<file path="config.mk">
export PLATFORM = sky130hd
export DESIGN_NAME = gnpa_ctrl
export DESIGN_NICKNAME = d
export VERILOG_FILES = /design/src/sv/gnpa_pkg.sv /design/src/sv/gnpa_ctrl.sv
export SDC_FILE = /design/constraint.sdc
export NUM_CORES = 1
export LEC_CHECK = 0
export ABC_CLOCK_PERIOD_IN_PS = 1700
export BUFFER_PORTS_ARGS = -buffer_cell sky130_fd_sc_hd__buf_4
export CORE_AREA = 2 2 39 41
export CTS_CLUSTER_DIAMETER = 120
export CTS_CLUSTER_SIZE = 8
export DETAILED_ROUTE_END_ITERATION = 8
export DIE_AREA = 0 0 41 43
export SLEW_MARGIN = 0
export SYNTH_ARGS = -nofsm -noshare
export SYNTH_HDL_FRONTEND = slang
export SYNTH_SLANG_ARGS = --single-unit
</file>
<file path="constraint.sdc">
create_clock -name clk -period 1.7 [get_ports clk]
set_clock_uncertainty 0.2 [all_clocks]
set_input_delay 0.51 -clock clk [delete_from_list [all_inputs] [get_ports clk]]
set_output_delay 0.51 -clock clk [all_outputs]
set_load 0.02 [all_outputs]
</file>
<file path="src/sv/gnpa_pkg.sv">
// Package for the greedy nearest point assignment block.
// Holds sizes, item codes, control structs and the coordinate helper.
// Depends on nothing; every other file of the block but gnpa_ram uses it.
`timescale 1ns / 1ps

package gnpa_pkg;

  // Store depth and internal coordinate width.
  localparam int TARGET_DEPTH = 2048;
  localparam int COORD_WIDTH  = 16;

  // Fixed field widths of the channels and the count register.
  localparam int FUNC_W        = 2;
  localparam int SLOT_W        = 11;
  localparam int FIELD_COORD_W = 16;
  localparam int DIST_W        = 34;
  localparam int COUNT_W       = 12;

  // Derived widths.
  localparam int ADDR_W = $clog2(TARGET_DEPTH);
  localparam int CNT_W  = $clog2(TARGET_DEPTH + 1);
  localparam int PT_W   = 3 * COORD_WIDTH;
  localparam int DIFF_W = COORD_WIDTH + 1;
  localparam int SQ_W   = 2 * DIFF_W;
  localparam int SUM_W  = SQ_W + 2;
  localparam int EXT_W  = (COORD_WIDTH > FIELD_COORD_W) ? COORD_WIDTH : FIELD_COORD_W;

  // Item function codes.
  localparam logic [FUNC_W-1:0] FUNC_LOAD  = 2'd0;
  localparam logic [FUNC_W-1:0] FUNC_MATCH = 2'd1;
  localparam logic [FUNC_W-1:0] FUNC_CLEAR = 2'd2;

  // Commands from the controller to the datapath.
  typedef struct packed {
    logic pt_wr;     // write the item's point into the store
    logic ctr_clr;   // restart the address counter
    logic ctr_inc;   // step the address counter
    logic src_load;  // capture the source point and restart the best search
    logic issue;     // read one target into the distance pipeline
    logic used_clr;  // clear the used mark at the counter address
    logic mark;      // set the used mark of the best target
    logic out_load;  // load the result register
  } ctl_cmd_t;

  // Status from the datapath to the controller.
  typedef struct packed {
    logic clear_last;  // counter at the last store entry
    logic scan_last;   // counter at the last target of the scan
    logic limit_zero;  // no target takes part in matching
    logic pipe_busy;   // distance pipeline still holds targets
    logic out_free;    // result register can take a new item
    logic have;        // an unused target has been found
  } dp_status_t;

  // Sign-extend a coordinate field and keep COORD_WIDTH bits of it.
  function automatic logic signed [COORD_WIDTH-1:0] sext_coord(
      input logic [FIELD_COORD_W-1:0] raw);
    logic signed [EXT_W-1:0] wide;
    wide = EXT_W'(signed'(raw));
    return wide[COORD_WIDTH-1:0];
  endfunction

endpackage

</file>
<file path="src/sv/gnpa_ctrl.sv">
// Controller of the greedy nearest point assignment block.
// Sequences load, match and clear items; uses gnpa_pkg command and status structs.
`timescale 1ns / 1ps

module gnpa_ctrl (
  input  logic                        clk,
  input  logic                        rst,
  input  logic                        in_valid,
  input  logic [gnpa_pkg::FUNC_W-1:0] in_func,
  output logic                        in_ready,
  input  gnpa_pkg::dp_status_t        status,
  output gnpa_pkg::ctl_cmd_t          cmd
);

  typedef enum logic [4:0] {
    S_CLEAR = 5'b00001,
    S_IDLE  = 5'b00010,
    S_SCAN  = 5'b00100,
    S_DRAIN = 5'b01000,
    S_DONE  = 5'b10000
  } state_t;

  state_t state, state_next;

  // State register; reset starts with a clearing pass over the used marks.
  always_ff @(posedge clk) begin
    if (rst) begin
      state <= S_CLEAR;
    end else begin
      state <= state_next;
    end
  end

  // Next state and commands.
  always_comb begin
    state_next = state;
    cmd        = '0;
    in_ready   = 1'b0;
    case (state)
      S_CLEAR: begin
        cmd.used_clr = 1'b1;
        cmd.ctr_inc  = 1'b1;
        if (status.clear_last) begin
          state_next = S_IDLE;
        end
      end
      S_IDLE: begin
        in_ready = 1'b1;
        if (in_valid) begin
          case (in_func)
            gnpa_pkg::FUNC_LOAD: begin
              cmd.pt_wr = 1'b1;
            end
            gnpa_pkg::FUNC_MATCH: begin
              cmd.src_load = 1'b1;
              cmd.ctr_clr  = 1'b1;
              state_next   = status.limit_zero ? S_DONE : S_SCAN;
            end
            gnpa_pkg::FUNC_CLEAR: begin
              cmd.ctr_clr = 1'b1;
              state_next  = S_CLEAR;
            end
            default: begin
              // The unused code is dropped without effect.
            end
          endcase
        end
      end
      S_SCAN: begin
        cmd.issue   = 1'b1;
        cmd.ctr_inc = 1'b1;
        if (status.scan_last) begin
          state_next = S_DRAIN;
        end
      end
      S_DRAIN: begin
        if (!status.pipe_busy) begin
          state_next = S_DONE;
        end
      end
      S_DONE: begin
        if (status.out_free) begin
          cmd.out_load = 1'b1;
          cmd.mark     = status.have;
          state_next   = S_IDLE;
        end
      end
      default: begin
        state_next = S_IDLE;
      end
    endcase
  end

endmodule

</file>
# After elaboration in Yosys (flattened, before gate mapping)
# Cells that the tools add are included.
# totals
inputBits,11
regBits,5
wordCells,39
out_inout_bits,9
# op_classes
reduce_logical,4
mux,21
eq_ne,13
# op_table
cell,count
5-bit 2-to-1 mux,6
5-bit one-hot mux with 5 select lines,1
"2-bit inequality test, second input constant",5
5-bit one-hot mux with 2 select lines,1
1-bit 2-to-1 mux,9
2-bit 2-to-1 mux,4
6-bit AND reduction,1
"5-bit by 1-bit equality test with 1-bit output, second input constant",1
"5-bit by 2-bit equality test with 1-bit output, second input constant",1
"5-bit by 3-bit equality test with 1-bit output, second input constant",1
"5-bit by 4-bit equality test with 1-bit output, second input constant",1
"5-bit equality test, second input constant",1
2-bit OR reduction,2
"3-bit by 1-bit inequality test with 1-bit output, second input constant",1
"2-bit by 1-bit equality test with 1-bit output, second input constant",1
"2-bit equality test, second input constant",1
2-bit logical NOT,1

# Logic depth before layout (Yosys ltp)
# Gate-level depths: netlist of run 1.
# depth
ltp_word,5
ltp_mapped,5
depth_no_buf,5

# Worst setup path before layout of run 1
# No wires, ideal clock.
# synth_timing
path_type,reg2out
startpoint,reg state[2]
endpoint,out cmd[1] in the netlist's numbering
required_ns,0.990
stages_incl_launch_ff,5
setup_slack_ns,-0.460
n_path_buf,1
arrival_ns,1.450
path_cell_list,dfxtp_1 -> buf_6 -> or3_4 -> nor3_2 -> and2_1
# synth_rtl
item,line,text
"start, declared",gnpa_ctrl.sv:23,"state_t state, state_next;"
"start signal, assigned",gnpa_ctrl.sv:30,state <= state_next;
"end, declared",gnpa_ctrl.sv:12,output gnpa_pkg::ctl_cmd_t cmd

==> results of run 1 <==
-- power groups by stage --
stage	clock network, uW	logic (uW)	registers [uW]
after global routing	146	154	129
after CTS	136	137	128
after detailed placement	0	116	131
final	131	142	128
after global placement	0	114	130
after floorplan	0	50.6	130
-- per-layer routing --
layer  vias up  wire (um)  global-route usage, %
met2        19        709                   28.4
li1        277          -                      -
met4         0          9                   6.00
met3         2         76                   2.09
met1       254        530                   22.9
met5         -          0                      0
-- path summary, 6_finish.rpt --
| path | from | endpoint | cells past startpoint |
|---|---|---|---|
| worst max-delay path | state[2]$_SDFFE_PP0P_ | cmd[1] | 4 |
| worst min-delay path | status[4] | state[2]$_SDFFE_PP0P_ | 2 |
| worst max register to register | state[2]$_SDFFE_PP0P_ | state[1]$_SDFFE_PP0P_ | 5 |
| worst min register to register | state[4]$_SDFFE_PP0P_ | state[4]$_SDFFE_PP0P_ | 2 |
-- cell usage in the layout (no fill, tap or decap), types with 2 or more instances in the layout --
master	count
nor2_1	3
dfxtp_4	3
buf_6	13
and3_4	4
ha_1	3
nand2_1	2
clkbuf_4	3
nand4_1	2
inv_2	3
dfxtp_2	2
nor3_4	3
buf_4	29
-- kinds of logic (layout without fill, tap and decap cells) --
| kind of cell | after synthesis | after routing | synth area share [%] |
|---|---|---|---|
| compound gates | 8 | 8 | 15.0 |
| xor+xnor | 1 | 1 | 2.05 |
| fa+ha+maj | 3 | 3 | 8.80 |
| buf+inv | 6 | 50 | 7.92 |
| flops | 5 | 5 | 23.5 |
| simple gates | 28 | 28 | 42.8 |
-- repair_timing --
item | in CTS | in global routing
endpoints found under the setup margin | 9 | 10
pin swaps | 5 | 5
resized for setup | 28 | 5
setup buffers | 4 | 2
-- worst max-delay path, delay by kind of cell (launching register included) --
kind / cells / cell delay, ns
flops: 1 / 0.35
buf+inv: 1 / 0.10
simple gates: 3 / 0.69
-- metrics by stage --
step | setup TNS (ns) | instance area (um2)
floorplan | -0.542 | 449
global placement | -1.26 | 728
detailed placement | -1.38 | 728
CTS | -2.75 | 882
global route | -3.17 | 903
finish | -2.64 | 903
-- layout make-up --
class	count	area (um2)
inverters	4	15.0
well taps	16	20.0
multi-input cells	40	364
flip-flops and latches	5	114
fillers	131	480
repair buffers	42	364
clock buffers	4	26.3
==> metrics.md, run 1 <==
| Metric | Value |
|---|---|
| Die span in y | `43 um` |
| Quantity of I/O buffers inserted on ports | `19` |
| Gr ovfl total | `0` |
| Violations in the final reports | `negative setup slack` |
| Final Worst Setup Slack | `-0.391 ns` |
| Maximum vdd drop | `0.228 mV` |
| Fin. max-slew vios | `0` |
| Number of failing hold endpoints at the final stage | `0` |
| Ports | `20` |
| Post-synthesis sequential area ratio | `23.5%` |
| Detailed-route vias per instance | `4.97` |
| CTS Buf Count | `3` |
| DRT antenna net count | `0` |
| Cells after Synth | `51` |
| Period utilisation layout | `123%` |
| Proportion of total power due to net switching | `26.9%` |
| Post-synthesis cell type with the largest combined area | `dfxtp_1` |
| Sum of internal, switching and leakage power | `401 uW` |
| Leakage | `0.000437 uW` |
| DR vias | `552` |
| Peak per-stage delay on the critical path | `0.40 ns` |
| HPWL after detailed placement | `977 um` |
| Slowest stage cell on the critical path | `or3_4` |
| Sequential fraction of design power | `32.0%` |
| Total core area | `0.00138 mm2` |
| WP data arrival | `1.38 ns` |
| Number of distinct library cell variants in the gate-level netlist after synthesis | `30` |
| Cts hold-fix bufs | `0` |
| Area share of the largest cell type after synthesis | `23.5%` |
| Dominant cell by count in the synthesized netlist | `dfxtp_1` |
| Relative slew margins | `85.8%` |
| Antenna fix cells | `0` |
| Vias in the first global route | `491` |
| CTS tree | `done` |
| Min Tclk post-route | `2.09 ns` |
| Maximum capacitance violations | `0` |
| Wire length per cell | `11.9 um` |
| Fraction of registers with async set or reset after synthesis | `0%` |
| Routability congestion estimate from global placement | `0.815` |
| Power per cell area | `444 mW/mm2` |
| Class of the tightest hold or removal check | `in -> reg` |
| Switching power of the nets | `108 uW` |
| Unrepaired setup endpoints after global routing | `true` |
| Cell Count, Final, Fillers Out | `111` |
| Largest net degree at the start of global routing | `9` |
| Critical Path Source Type | `flip-flop` |
| Registers with the most flip-flops | `state (5)` |
| Clock slew at reported path FFs | `0.04 ns` |
| Final core utilization | `65.3%` |
| Initial antenna violation count | `0` |
| Number of buffers between clock root and the deepest sink | `2` |
| Data required time of the worst path | `0.99 ns` |
| CTS Sinks | `5` |
| WS Path Type | `reg -> out` |
| Internal power component | `293 uW` |
| Ranking of synthesized cells by area | `dfxtp_1 (23%), ha_1 (8.8%), and3_1 (5.9%)` |
| DRC violations left | `0` |
| Biggest register | `state` |
| Status | `finished, violations left` |
| Peak fanout along the critical path | `4` |
| Setup slack after placement | `-0.238 ns` |
| Global router's overall resource usage | `17.6%` |
| Number of enable-type register cells in the synthesized netlist | `0` |
| Net count reported at finish | `110` |
| Die area | `0.00176 mm2` |
| Share of power burned in combinational logic | `35.3%` |
| Net count of the mapped netlist | `65` |
| Share of total power in the clock network | `32.7%` |
| Post-synthesis sequential element count | `5` |
| List of most frequent post-synthesis cells | `dfxtp_1 (5), and3_1 (4), inv_1 (4), nor2_1 (4)` |
| Syn. warnings | `0` |
| Row cnt | `14` |
| Peak Freq | `478 MHz` |
| Count of endpoints failing setup in the final report | `9` |
| Ratio of cells with drive above 1 in the final layout | `71.6%` |
| Horizontal die dimension | `41 um` |
| Global-route wire length before repair | `2.15 mm` |
| Number of search-and-repair iterations in the first detailed-routing pass | `4` |
| Insertion delay to the later sink of the worst-skew pair | `0.23 ns` |
| Worst Setup End Kind | `output port` |
| Largest register FFs | `5` |
| Starting utilization of the core area | `30.8%` |
| Slew at the pin with the worst max-slew slack | `0.213 ns` |
| Starting DRC count in detailed routing | `10` |
| Dpl cells | `102` |
| WHS | `0.258 ns` |
| Most used flip-flop cell after synthesis | `dfxtp_1` |
| Final routed wirelength across all metal layers | `1.33 mm` |
| Mean instance size in the synthesized netlist | `8.37 um2` |
| Layout area overhead | `112%` |
| Root buffer cell | `clkbuf_4` |
| Level count of the clock H-tree | `1` |
| Worst-case register-to-register setup slack | `0.06 ns` |
| Cell chain of the critical path | `or3_4 -> nor3_4 -> and2_4 -> buf_6` |
| Post-synth design cell area | `427 um2` |
(Power assumes the default switching activity.)
==> run 2, diff against run 1 <==
- HOLD_SLACK_MARGIN: unset -> 0.05
- PLACE_DENSITY: unset -> 0.62
==> run 2 against run 1 <==
- the run still ends with negative setup slack left
- hold slack better by 0.00076 ns
- combinational power is 6% lower
- non-clock buffer count is 1 higher
- sequential power hardly changed
- maximum frequency hardly changed
- critical path depth stayed put
- register-to-register slack better by 0.09 ns
- flip-flop and latch count stayed put
- via count is 0.18% lower
- core utilization is 1.7 points lower
- first-iteration DRC count is 30% higher
==> metrics.md, run 2 (synthesized netlist as in run 1, its figures left out) <==
| Metric | Value |
|---|---|
| Status | `finished, violations left` |
| Violations in the final reports | `negative setup slack` |
| Maximum vdd drop | `0.204 mV` |
| Row cnt | `14` |
| Data required time of the worst path | `0.99 ns` |
| Level count of the clock H-tree | `1` |
| Vias in the first global route | `532` |
| DR vias | `551` |
| Slowest stage cell on the critical path | `or3_4` |
| Unrepaired setup endpoints after global routing | `true` |
| Die area | `0.00176 mm2` |
| Period utilisation layout | `123%` |
| Leading cell types in the layout, fill and taps excluded | `buf_4 (32), buf_6 (11), and3_4 (4), nor2_1 (4), dfxtp_2 (4)` |
| Ratio of cells with drive above 1 in the final layout | `69.8%` |
| Critical Path Source Type | `flip-flop` |
| Horizontal die dimension | `41 um` |
| Peak Freq | `478 MHz` |
| CTS Buf Count | `3` |
| Leakage | `0.000437 uW` |
| Largest register FFs | `5` |
| Power per cell area | `448 mW/mm2` |
| Wire length per cell | `12.4 um` |
| Clock slew at reported path FFs | `0.04 ns` |
| Min Tclk post-route | `2.09 ns` |
| Kind of cell adding the most delay to the critical path | `simple AND/OR/NAND/NOR gates` |
| Buffering stage count on the worst path with inverters included | `1` |
| Final routed wirelength across all metal layers | `1.39 mm` |
| Grt met2 use | `30.9%` |
| Total core area | `0.00138 mm2` |
| Fin. max-slew vios | `0` |
| Antenna fix cells | `0` |
| Maximum capacitance violations | `0` |
| Global-route wire length before repair | `2.23 mm` |
| Starting utilization of the core area | `30.8%` |
| WS Path Type | `reg -> out` |
| Count of endpoints failing setup in the final report | `9` |
| Slew at the pin with the worst max-slew slack | `0.237 ns` |
| Setup slack after placement | `-0.240 ns` |
| WP data arrival | `1.38 ns` |
| Biggest register | `state` |
| Busiest layer in global routing | `met2` |
| CTS tree | `done` |
| DRC violations left | `0` |
| Net count reported at finish | `111` |
| Ports | `20` |
| Root buffer cell | `clkbuf_4` |
| Number of buffers between clock root and the deepest sink | `2` |
| Worst Setup End Kind | `output port` |
| Peak per-stage delay on the critical path | `0.41 ns` |
| Met1 demand-to-capacity share in global routing | `22.1%` |
| Largest net degree at the start of global routing | `7` |
| HPWL after detailed placement | `984 um` |
| Detailed-route vias per instance | `4.92` |
| Registers with the most flip-flops | `state (5)` |
| Relative slew margins | `84.2%` |
| Gr ovfl total | `0` |
| Routability congestion estimate from global placement | `0.802` |
| DRT antenna net count | `0` |
| Die span in y | `43 um` |
| Final total negative setup slack | `-2.90 ns` |
| Peak fanout along the critical path | `3` |
| CTS Sinks | `5` |
| Quantity of I/O buffers inserted on ports | `19` |
| Starting DRC count in detailed routing | `13` |
| Cell chain of the critical path | `or3_4 -> nor3_4 -> and2_4 -> buf_6` |
| Number of failing hold endpoints at the final stage | `0` |
| Number of search-and-repair iterations in the first detailed-routing pass | `4` |
| Met3 Resource Use GR | `0.524%` |
| Final Worst Setup Slack | `-0.391 ns` |
| Class of the tightest hold or removal check | `in -> reg` |
| Layout area overhead | `106%` |
| Filler cells | `132` |
| Global router's overall resource usage | `18.3%` |
| Cts hold-fix bufs | `0` |
| Insertion delay to the later sink of the worst-skew pair | `0.23 ns` |
| Most common cell after layout, fill and taps aside | `buf_4` |
| Initial antenna violation count | `0` |
-- run 2: changes by cell type in the layout (fill, tap and decap cells not counted) --
| cell | previous run | this run |
|---|---|---|
| dfxtp_2 | 2 | 4 |
| nor3_4 | 3 | 2 |
| buf_4 | 29 | 32 |
| nor2_2 | 1 | 0 |
| nor3b_4 | 1 | 0 |
| buf_6 | 13 | 11 |
| o21ai_0 | 0 | 1 |
| dfxtp_4 | 3 | 1 |
| nor2_1 | 3 | 4 |
| o21ai_2 | 1 | 0 |
| nor3b_2 | 0 | 1 |
| nor3_2 | 0 | 1 |
-- run 2: final cells by class --
cell class                      instances  area (um2)  area share (%)
Timing Repair Buffer                   43         364            41.4
Multi-Input combinational cell         40         345            39.3
Sequential cell                         5         109            12.4
Clock buffer                            4        26.3            2.99
Tap cell                               16        20.0            2.28
Inverter                                4        15.0            1.71
-- run 2: worst paths after layout --
path | start | to | slack, ns | cells past startpoint
worst max register to register | state[2]$_SDFFE_PP0P_ | state[1]$_SDFFE_PP0P_ | 0.15 | 4
worst min-delay path | status[4] | state[2]$_SDFFE_PP0P_ | 0.26 | 2
worst min register to register | state[1]$_SDFFE_PP0P_ | state[1]$_SDFFE_PP0P_ | 0.41 | 2
worst max-delay path | state[3]$_SDFFE_PP0P_ | cmd[1] | -0.39 | 4
-- run 2: timing repair --
item / in CTS / in global routing
gates resized for setup: 16 / 7
pin swaps: 6 / 3
setup buffers: 2 / 3
hold endpoints to repair: 0 / 0
setup endpoints to repair: 9 / 9
-- run 2: per-stage QoR --
stage / cells / utilization (%) / hold WS [ns] / power, uW / area, um2
after floorplan: 51 / - / 0.314 / 181 / 449
after global placement: 103 / 53.2 / 0.389 / 244 / 736
after detailed placement: 103 / 53.2 / 0.404 / 246 / 736
after CTS: 109 / 59.9 / 0.254 / 390 / 830
after global routing: 112 / 63.6 / 0.258 / 419 / 880
final: 112 / 63.6 / 0.259 / 394 / 880
-- run 2: power by group --
group	internal [uW]	leakage [uW]	switching, uW
Clock	88.4	0.0000150	42.8
Combinational	78.3	0.000379	54.7
Sequential	123	0.0000429	7.22
-- run 2: routing by layer --
metal	vias up	share of wire, %
li1	277	-
met1	255	39
met2	19	56
met3	0	5.6
met4	0	0
met5	-	0
